**config.mk**
```make
export PLATFORM = sky130hd
export DESIGN_NAME = kmer_window_minimizer
export DESIGN_NICKNAME = d
export VERILOG_FILES = /design/src/rtl/core/kwm_pkg.sv /design/src/rtl/core/kwm_front.sv /design/src/rtl/core/kwm_queue.sv /design/src/rtl/core/kwm_back.sv /design/src/rtl/core/kmer_window_minimizer.sv
export SDC_FILE = /design/constraint.sdc
export NUM_CORES = 1
export LEC_CHECK = 0
export BUFFER_PORTS_ARGS = -buffer_cell sky130_fd_sc_hd__buf_2
export CAP_MARGIN = 0
export CORE_ASPECT_RATIO = 0.9
export CORE_MARGIN = 3
export CORE_UTILIZATION = 57
export DETAILED_ROUTE_END_ITERATION = 10
export GPL_TIMING_DRIVEN = 0
export PLACE_DENSITY_LB_ADDON = 0.05
export SETUP_SLACK_MARGIN = 0.05
export SYNTH_ARGS = -nofsm -noshare
export SYNTH_HDL_FRONTEND = slang
export SYNTH_HIERARCHICAL = 1
export SYNTH_SLANG_ARGS = --single-unit
export TNS_END_PERCENT = 1
```
**constraint.sdc**
```tcl
create_clock -name clock -period 9.67 [get_ports clock]
set_clock_uncertainty 0.2 [all_clocks]
set_input_delay 0.4835 -clock clock [delete_from_list [all_inputs] [get_ports clock]]
set_output_delay 0.4835 -clock clock [all_outputs]
set_load 0.005 [all_outputs]
```
**src/rtl/core/kwm_pkg.sv**
```systemverilog
// ---------------------------------------------------------------------------
// kwm_pkg
// Shared types, constants and helpers of the k-mer window minimizer.
// ---------------------------------------------------------------------------
`default_nettype none

package kwm_pkg;

   localparam int WINDOW  = 7;
   localparam int KMAX    = 15;
   localparam int CODE_W  = 2 * KMAX;
   localparam int K_W     = 4;
   localparam int SEEN_W  = $clog2(KMAX + WINDOW + 2);
   localparam int LVLS    = $clog2(WINDOW);
   localparam int WPOW    = 1 << LVLS;
   localparam int AGE_W   = LVLS;
   localparam int CNT_W   = 32;
   localparam int QDEPTH  = 4;
   localparam int QPTR_W  = $clog2(QDEPTH);

   localparam logic [SEEN_W-1:0] SEEN_MAX = SEEN_W'(KMAX + WINDOW);

   localparam logic [1:0] KIND_SHIFT = 2'd0;
   localparam logic [1:0] KIND_FILL  = 2'd1;
   localparam logic [1:0] KIND_SLIDE = 2'd2;

   typedef struct packed {
      logic              new_read;
      logic [1:0]        kind;
      logic [CODE_W-1:0] code;
   } kwm_item_type;

   function automatic logic [CODE_W-1:0] kmer_mask(input logic [K_W-1:0] k);
      logic [5:0] sh;
      sh = 6'(CODE_W) - {1'b0, k, 1'b0};
      return {CODE_W{1'b1}} >> sh;
   endfunction

endpackage

`default_nettype wire

```
**src/rtl/core/kwm_front.sv**
```systemverilog
// ---------------------------------------------------------------------------
// kwm_front
// Accepts bases, keeps the rolling k-mer code and read position, and
// classifies each complete k-mer for the back end.
// ---------------------------------------------------------------------------
`default_nettype none

module kwm_front import kwm_pkg::*; (
   input  wire logic               clock,
   input  wire logic               reset,
   input  wire logic               csr_wr_en,
   input  wire logic [K_W-1:0]     csr_wr_data,
   input  wire logic               req_valid,
   output logic                    req_ready,
   input  wire logic [1:0]         req_base_code,
   input  wire logic               req_start_of_read,
   input  wire logic               q_full,
   output logic                    q_push,
   output kwm_item_type            q_item
);

   logic [K_W-1:0]    kmer_len_ff;
   logic [K_W-1:0]    kmer_len_in;
   logic [CODE_W-1:0] rolling_ff;
   logic [CODE_W-1:0] rolling_in;
   logic [SEEN_W-1:0] seen_ff;
   logic [SEEN_W-1:0] seen_in;
   logic              pend_ff;
   logic              pend_in;

   logic              accept;
   logic [K_W-1:0]    k_eff;
   logic [CODE_W-1:0] rc_base;
   logic [SEEN_W-1:0] seen_base;
   logic [SEEN_W-1:0] cnt;
   logic [SEEN_W-1:0] fill;

   assign req_ready = !q_full;
   assign accept    = req_valid && req_ready;

   always_comb begin
      k_eff       = (kmer_len_ff == '0) ? K_W'(1) : kmer_len_ff;
      fill        = SEEN_W'(k_eff) + SEEN_W'(WINDOW - 1);
      rc_base     = req_start_of_read ? '0 : rolling_ff;
      seen_base   = req_start_of_read ? '0 : seen_ff;
      cnt         = seen_base + SEEN_W'(1);
      kmer_len_in = csr_wr_en ? csr_wr_data : kmer_len_ff;

      rolling_in = rolling_ff;
      seen_in    = seen_ff;
      if (accept) begin
         rolling_in = {rc_base[CODE_W-3:0], req_base_code} & kmer_mask(k_eff);
         seen_in    = (seen_base < SEEN_MAX) ? cnt : seen_base;
      end

      q_push = accept && (cnt >= SEEN_W'(k_eff));
      q_item.new_read = req_start_of_read || pend_ff;
      q_item.code     = rolling_in;
      if (cnt < fill) begin
         q_item.kind = KIND_SHIFT;
      end else if (cnt == fill) begin
         q_item.kind = KIND_FILL;
      end else begin
         q_item.kind = KIND_SLIDE;
      end

      // hold a start flag until the next k-mer carries it
      pend_in = pend_ff;
      if (q_push) begin
         pend_in = 1'b0;
      end else if (accept && req_start_of_read) begin
         pend_in = 1'b1;
      end
   end

   always_ff @(posedge clock) begin
      if (reset) begin
         kmer_len_ff <= K_W'(KMAX);
         rolling_ff  <= '0;
         seen_ff     <= '0;
         pend_ff     <= 1'b0;
      end else begin
         kmer_len_ff <= kmer_len_in;
         rolling_ff  <= rolling_in;
         seen_ff     <= seen_in;
         pend_ff     <= pend_in;
      end
   end

endmodule

`default_nettype wire

```
**src/rtl/core/kwm_queue.sv**
```systemverilog
// ---------------------------------------------------------------------------
// kwm_queue
// Short FIFO of classified k-mers between the front and back ends.
// ---------------------------------------------------------------------------
`default_nettype none

module kwm_queue import kwm_pkg::*; (
   input  wire logic         clock,
   input  wire logic         reset,
   input  wire logic         push,
   input  kwm_item_type      push_item,
   input  wire logic         pop,
   output logic              head_valid,
   output kwm_item_type      head_item,
   output logic              full
);

   kwm_item_type        slot_ff [QDEPTH];
   logic [QPTR_W-1:0]   wr_ptr_ff;
   logic [QPTR_W-1:0]   wr_ptr_in;
   logic [QPTR_W-1:0]   rd_ptr_ff;
   logic [QPTR_W-1:0]   rd_ptr_in;
   logic [QPTR_W:0]     count_ff;
   logic [QPTR_W:0]     count_in;

   assign head_valid = (count_ff != '0);
   assign full       = (count_ff == (QPTR_W+1)'(QDEPTH));
   assign head_item  = slot_ff[rd_ptr_ff];

   always_comb begin
      wr_ptr_in = push ? wr_ptr_ff + QPTR_W'(1) : wr_ptr_ff;
      rd_ptr_in = pop ? rd_ptr_ff + QPTR_W'(1) : rd_ptr_ff;
      count_in  = count_ff + (QPTR_W+1)'(push) - (QPTR_W+1)'(pop);
   end

   always_ff @(posedge clock) begin
      if (push) begin
         slot_ff[wr_ptr_ff] <= push_item;
      end
   end

   always_ff @(posedge clock) begin
      if (reset) begin
         wr_ptr_ff <= '0;
         rd_ptr_ff <= '0;
         count_ff  <= '0;
      end else begin
         wr_ptr_ff <= wr_ptr_in;
         rd_ptr_ff <= rd_ptr_in;
         count_ff  <= count_in;
      end
   end

endmodule

`default_nettype wire

```
**src/rtl/core/kwm_back.sv**
```systemverilog
// ---------------------------------------------------------------------------
// kwm_back
// Holds the k-mer window, tracks the current minimum, rescans through a
// compare tree and registers each minimizer for the result channel.
// ---------------------------------------------------------------------------
`default_nettype none

module kwm_back import kwm_pkg::*; (
   input  wire logic               clock,
   input  wire logic               reset,
   input  wire logic               head_valid,
   input  kwm_item_type            head_item,
   output logic                    pop,
   output logic                    rsp_valid,
   input  wire logic               rsp_ready,
   output logic [CODE_W-1:0]       rsp_minimizer_value,
   output logic [CNT_W-1:0]        rsp_minimizer_ordinal
);

   logic [CODE_W-1:0] win_ff [WINDOW];
   logic [CODE_W-1:0] win_in [WINDOW];
   logic [CODE_W-1:0] min_ff;
   logic [CODE_W-1:0] min_in;
   logic [AGE_W-1:0]  age_ff;
   logic [AGE_W-1:0]  age_in;
   logic [CNT_W-1:0]  count_ff;
   logic [CNT_W-1:0]  count_in;
   logic              valid_ff;
   logic              valid_in;
   logic [CODE_W-1:0] value_ff;
   logic [CODE_W-1:0] value_in;
   logic [CNT_W-1:0]  ordinal_ff;
   logic [CNT_W-1:0]  ordinal_in;

   logic [CODE_W-1:0] tv [WPOW];
   logic [LVLS-1:0]   ti [WPOW];
   logic [CODE_W-1:0] min_base;
   logic [AGE_W-1:0]  age_base;
   logic [CNT_W-1:0]  cnt_base;
   logic [CNT_W-1:0]  cnt_next;
   logic              emit;

   assign pop                   = head_valid && (!valid_ff || rsp_ready);
   assign rsp_valid             = valid_ff;
   assign rsp_minimizer_value   = value_ff;
   assign rsp_minimizer_ordinal = ordinal_ff;

   always_comb begin
      for (int i = 0; i < WINDOW - 1; i++) begin
         win_in[i] = pop ? win_ff[i+1] : win_ff[i];
      end
      win_in[WINDOW-1] = pop ? head_item.code : win_ff[WINDOW-1];

      // earliest minimum of the shifted window, left wins on ties
      for (int i = 0; i < WPOW; i++) begin
         tv[i] = {CODE_W{1'b1}};
         ti[i] = LVLS'(i);
      end
      for (int i = 0; i < WINDOW; i++) begin
         tv[i] = win_in[i];
      end
      for (int l = 0; l < LVLS; l++) begin
         for (int i = 0; i < WPOW / 2; i++) begin
            if (i < (WPOW >> (l + 1))) begin
               if (tv[2*i+1] < tv[2*i]) begin
                  tv[i] = tv[2*i+1];
                  ti[i] = ti[2*i+1];
               end else begin
                  tv[i] = tv[2*i];
                  ti[i] = ti[2*i];
               end
            end
         end
      end

      min_base = head_item.new_read ? {CODE_W{1'b1}} : min_ff;
      age_base = head_item.new_read ? '0 : age_ff;
      cnt_base = head_item.new_read ? '0 : count_ff;
      cnt_next = (cnt_base == {CNT_W{1'b1}}) ? cnt_base : cnt_base + CNT_W'(1);

      emit   = 1'b0;
      min_in = min_base;
      age_in = age_base;
      case (head_item.kind)
         KIND_SHIFT: begin
            emit = 1'b0;
         end
         KIND_FILL: begin
            emit   = 1'b1;
            min_in = tv[0];
            age_in = ti[0];
         end
         KIND_SLIDE: begin
            if (age_base == '0) begin
               emit   = 1'b1;
               min_in = tv[0];
               age_in = ti[0];
            end else if (head_item.code < min_base) begin
               emit   = 1'b1;
               min_in = head_item.code;
               age_in = AGE_W'(WINDOW - 1);
            end else begin
               age_in = age_base - AGE_W'(1);
            end
         end
         default: begin
            emit = 1'b0;
         end
      endcase

      count_in = emit ? cnt_next : cnt_base;
      if (!pop) begin
         emit     = 1'b0;
         min_in   = min_ff;
         age_in   = age_ff;
         count_in = count_ff;
      end

      valid_in   = emit || (valid_ff && !rsp_ready);
      value_in   = emit ? min_in : value_ff;
      ordinal_in = emit ? count_in : ordinal_ff;
   end

   always_ff @(posedge clock) begin
      for (int i = 0; i < WINDOW; i++) begin
         win_ff[i] <= win_in[i];
      end
      value_ff   <= value_in;
      ordinal_ff <= ordinal_in;
   end

   always_ff @(posedge clock) begin
      if (reset) begin
         min_ff   <= {CODE_W{1'b1}};
         age_ff   <= '0;
         count_ff <= '0;
         valid_ff <= 1'b0;
      end else begin
         min_ff   <= min_in;
         age_ff   <= age_in;
         count_ff <= count_in;
         valid_ff <= valid_in;
      end
   end

   a_pop_needs_item: assert property (@(posedge clock) disable iff (reset)
      pop |-> head_valid)
      else $error("kwm_back: pop without queued item");

   a_fill_emits: assert property (@(posedge clock) disable iff (reset)
      (pop && head_item.kind == KIND_FILL) |=> (valid_ff && ordinal_ff != '0))
      else $error("kwm_back: window fill produced no minimizer");

   a_age_range: assert property (@(posedge clock) disable iff (reset)
      age_ff <= AGE_W'(WINDOW - 1))
      else $error("kwm_back: minimum age outside window");

   a_no_overwrite: assert property (@(posedge clock) disable iff (reset)
      (valid_ff && !rsp_ready) |=> (valid_ff && $stable(value_ff) && $stable(ordinal_ff)))
      else $error("kwm_back: pending minimizer overwritten");

endmodule

`default_nettype wire

```
**src/rtl/core/kmer_window_minimizer.sv**
```systemverilog
// ---------------------------------------------------------------------------
// kmer_window_minimizer
// Sliding-window k-mer minimizer over a stream of 2-bit base codes.
//
//   channel   ports                                  direction
//   req       req_valid/ready, base_code, start      in, one base per transfer
//   rsp       rsp_valid/ready, value, ordinal        out, one minimizer
//   csr       csr_wr_en, csr_wr_data                 in, kmer_len write
//
// One base per cycle unless the queue is full; a minimizer crosses the queue
// and output register. The window rescan is a registered-output compare tree.
// A four-entry queue between front and back absorbs result-side stalls;
// req_ready drops only when it is full. Synchronous reset sets kmer_len to 15.
// ---------------------------------------------------------------------------
`default_nettype none

module kmer_window_minimizer import kwm_pkg::*; (
   input  wire logic               clock,
   input  wire logic               reset,
   input  wire logic               csr_wr_en,
   input  wire logic [K_W-1:0]     csr_wr_data,
   input  wire logic               req_valid,
   output logic                    req_ready,
   input  wire logic [1:0]         req_base_code,
   input  wire logic               req_start_of_read,
   output logic                    rsp_valid,
   input  wire logic               rsp_ready,
   output logic [CODE_W-1:0]       rsp_minimizer_value,
   output logic [CNT_W-1:0]        rsp_minimizer_ordinal
);

   logic         q_push;
   logic         q_pop;
   logic         q_full;
   logic         q_head_valid;
   kwm_item_type q_push_item;
   kwm_item_type q_head_item;

   kwm_front u_front (
      .clock             (clock),
      .reset             (reset),
      .csr_wr_en         (csr_wr_en),
      .csr_wr_data       (csr_wr_data),
      .req_valid         (req_valid),
      .req_ready         (req_ready),
      .req_base_code     (req_base_code),
      .req_start_of_read (req_start_of_read),
      .q_full            (q_full),
      .q_push            (q_push),
      .q_item            (q_push_item)
   );

   kwm_queue u_queue (
      .clock      (clock),
      .reset      (reset),
      .push       (q_push),
      .push_item  (q_push_item),
      .pop        (q_pop),
      .head_valid (q_head_valid),
      .head_item  (q_head_item),
      .full       (q_full)
   );

   kwm_back u_back (
      .clock                 (clock),
      .reset                 (reset),
      .head_valid            (q_head_valid),
      .head_item             (q_head_item),
      .pop                   (q_pop),
      .rsp_valid             (rsp_valid),
      .rsp_ready             (rsp_ready),
      .rsp_minimizer_value   (rsp_minimizer_value),
      .rsp_minimizer_ordinal (rsp_minimizer_ordinal)
   );

endmodule

`default_nettype wire

```
==> metrics <==
Avg Vias per Cell 6.28; Synth warnings 6; Hold Fails Final Rpt 0; Die Y around 220 µm; gpl congestion 0.999; Critical Path Sink Type flip-flop; Worst-Margin Slew around 1.1 ns; # setup viols final 63; main area contributors after synthesis dfxtp_1, edfxtp_1, ha_1; Num Clock Sinks 519; IO Count 76; total congestion overflow 0; RSZ-0062 raised after global routing true; area grow syn2layout 17.8%; die width 240 µm; CP peak stage delay 0.46 ns; CTS tree yes; largest net degree at the start of global routing 37; EDFF count, synth between 150 and 200; CP max FO 10; R2R Setup Slk -0.47 ns; fin nets 3323; Startpoint Class flip-flop; die area 0.0518 mm²; top-area cell type share of the netlist area 23.2%; vias in the first global route 23100; Initial DRC Count 2434; number of synthesized register bits about 520; antenna-violating nets left 0; Synth Area in Adders a little under a tenth; slowest CP cell or3b_2; first-pass GRT wire length 132 mm; initial antenna violation count 1; IO Port Bufs 74; async set or reset register ratio after synthesis 0%; Cell Rows 76; met3 wire length 8.33 mm; fmax 98.6 MHz; reg2reg path depth between 40 and 50; min-delay src csr_wr_en; CTS buffer count 53; Hold Path Depth 3; worst r2r src u_queue/count_ff[2]; met2 WL ~37 mm; final period utilization 105%; status finished, violations left; Slew Limit Fails 0; proportion of layout cells with a drive suffix above 1 between 10% and 20%; crit path kind reg2reg; Mapped Cells 2909; Syn Nets 3130; Hold WC Path Type in2reg; WL final 87.3 mm; gr usage total 33.1%; wl on met1 39.4 mm; Yosys cell types 99; Worst Slack Setup Final -0.470 ns; Worst slew margin 24.8%; Remaining DRCs 0; Non-Filler Instances 3768; highest metal used met4; area leader, netlist dfxtp_1; main flop type after synthesis dfxtp_1; post-synthesis xor/xnor area fraction 1.21%; clk_lat worst skew approximately 0.6 ns; arrival time worst endpoint 10.25 ns; Max Buffers Root-to-Sink 3; post-synthesis simple-gate area fraction around 16%; via count about 24000; WHS Endpoint u_front/kmer_len_ff[2]; failing checks setup timing; Core Area 0.0482 mm²; CTS clk-pin slew, worst paths around 0.06 ns; dpl cells roughly 3600; Worst R2R End u_back/rsp_minimizer_value[11]; sequential share of the synthesized area between 40% and 50%; TritonRoute pass-1 iters 6; Avg WL per Cell between 20 and 25 µm; post-synthesis area per instance 9.63 µm²; Starting Density 58.1%; Post-Place Setup Slack -5.62 ns; mux cell area share after synthesis 9.24%; clock root cell clkbuf_16; Mapped Area 0.0280 mm²; critical path required time 9.78 ns; DP HPWL 64.3 mm; Synth Area in Compound Gates 14.3%; maxcap violations 0; Final min period 10.14 ns; largest family of logic cells by synthesized area simple AND/OR/NAND/NOR gates; CTS H-tree depth 2; # diodes 0; filler cell count 3774
timing repair:
action,CTS,global route
hold buffers,6,0
gates resized for setup,318,40
pin swaps,36,5
setup buffers,51,2
endpoints found under the setup margin,63,63
gates cloned,0,0
hold endpoints to repair,6,0
how the worst max path moves through the flow:
stage | slack, ns | cells past startpoint | startpoint | end
after global routing | -0.66 | 48 | u_queue/count_ff[0] | u_back/rsp_minimizer_value[11]
after floorplan | 0.06 | 45 | u_queue/count_ff[1] | u_back/rsp_minimizer_value[10]
final | -0.47 | 47 | u_queue/count_ff[2] | u_back/rsp_minimizer_value[11]
after detailed placement | -5.62 | 45 | u_queue/count_ff[1] | u_back/rsp_minimizer_value[15]
after CTS | 0.03 | 48 | u_queue/count_ff[2] | u_back/rsp_minimizer_value[16]
after global placement | -5.49 | 45 | u_queue/count_ff[1] | u_back/rsp_minimizer_value[15]
layout make-up:
class                   instances  area [µm²]  area share (%)
multi-input cells            2003       14900            45.2
flip-flops and latches        519       12300            37.4
plain buffers                 155        1370            4.15
clock buffers                  77        1500            4.54
repair buffers                138         966            2.93
clock inverters                20         244           0.740
well taps                     624         781            2.37
inverters                     232         876            2.65
per-stage QoR:
step                      TNS, ns  util, %  hold WS [ns]  instance area [µm²]
after floorplan                 0        -         0.235                28000
final                      -19.89     68.4        0.0665                33000
after CTS                       0     67.9        0.0410                32800
after global routing       -31.90     68.4        0.0925                33000
after global placement    -341.79     60.5         0.250                29200
after detailed placement  -336.27     60.7         0.257                29300
cell families after synthesis:
kind of cell,Yosys count
AND/OR/NAND/NOR,955
AO/OA/AOI/OAI,588
flip-flops,519
buffers and inverters,387
multiplexers,214
adder cells (fa/ha/maj),209
XOR/XNOR,37
metal layers:
metal	up-vias	GRT usage, %
met5	-	0
met2	1128	50.1
met4	0	8.57
met3	154	6.11
li1	10900	-
met1	11500	49.1
state kept, by name (all words and copies together), names as in the netlist, 2 cells and up, named ones only:
name,cells
u_back/win_ff,210
u_queue/slot_ff,132
u_back/count_ff,32
u_back/rsp_minimizer_ordinal,32
u_back/min_ff,30
u_back/rsp_minimizer_value,30
u_front/rolling_ff,30
u_front/seen_ff,5
u_front/kmer_len_ff,4
u_back/age_ff,3
u_queue/count_ff,3
u_queue/rd_ptr_ff,2
u_queue/wr_ptr_ff,2
cell usage in the layout, fill, tap and decap left out, drive strengths merged, types with 23 or more instances in the layout:
cell / n
mux2i: 167
o21a: 28
nand2: 411
nand4: 35
ha: 208
mux4: 33
nand3: 55
nor2b: 23
nand2b: 32
buf: 205
a21oi: 158
nor3: 35
clkbuf: 159
a21o: 41
o22ai: 29
dfxtp: 325
nor4: 24
a211oi: 45
o21ai: 97
and2: 50
inv: 232
edfxtp: 194
nor2: 197
worst max-delay path, delay by kind of cell, from the launching register on:
family	cells	cell delay, ns
AND/OR/NAND/NOR	10	2.11
AO/OA/AOI/OAI	15	3.12
adder cells (fa/ha/maj)	3	0.82
buffers and inverters	16	2.40
flip-flops	1	0.33
multiplexers	3	0.83
cells in the mapped netlist (10+ instances only):
| cell | count |
|---|---|
| ha_1 | 208 |
| inv_1 | 229 |
| nor4_1 | 24 |
| xnor2_1 | 17 |
| a31oi_1 | 20 |
| edfxtp_1 | 194 |
| o211ai_1 | 13 |
| mux2i_1 | 166 |
| and2_1 | 49 |
| buf_4 | 12 |
| a211oi_1 | 45 |
| o22a_1 | 10 |
| nor2_1 | 197 |
| nand4_1 | 35 |
| nor2b_1 | 23 |
| nand2_1 | 410 |
| nand3_1 | 54 |
| dfxtp_1 | 325 |
| o21a_1 | 28 |
| o221ai_1 | 20 |
| o21ai_0 | 92 |
| buf_2 | 31 |
| or4_1 | 15 |
| xor2_1 | 19 |
| nor4b_1 | 10 |
| a22oi_1 | 12 |
| o311ai_1 | 17 |
| a2111o_1 | 17 |
| mux2_2 | 14 |
| clkbuf_1 | 85 |
| a21oi_1 | 157 |
| buf_1 | 17 |
| a21o_1 | 41 |
| and3_1 | 16 |
| or3_1 | 17 |
| nor3_1 | 34 |
| a22o_1 | 14 |
| nand2b_1 | 30 |
| o22ai_1 | 29 |
| mux4_2 | 30 |
Power is left out: the tool's default activity adds up to more than one toggle a clock period on the data nets, which glitch-free logic cannot reach.
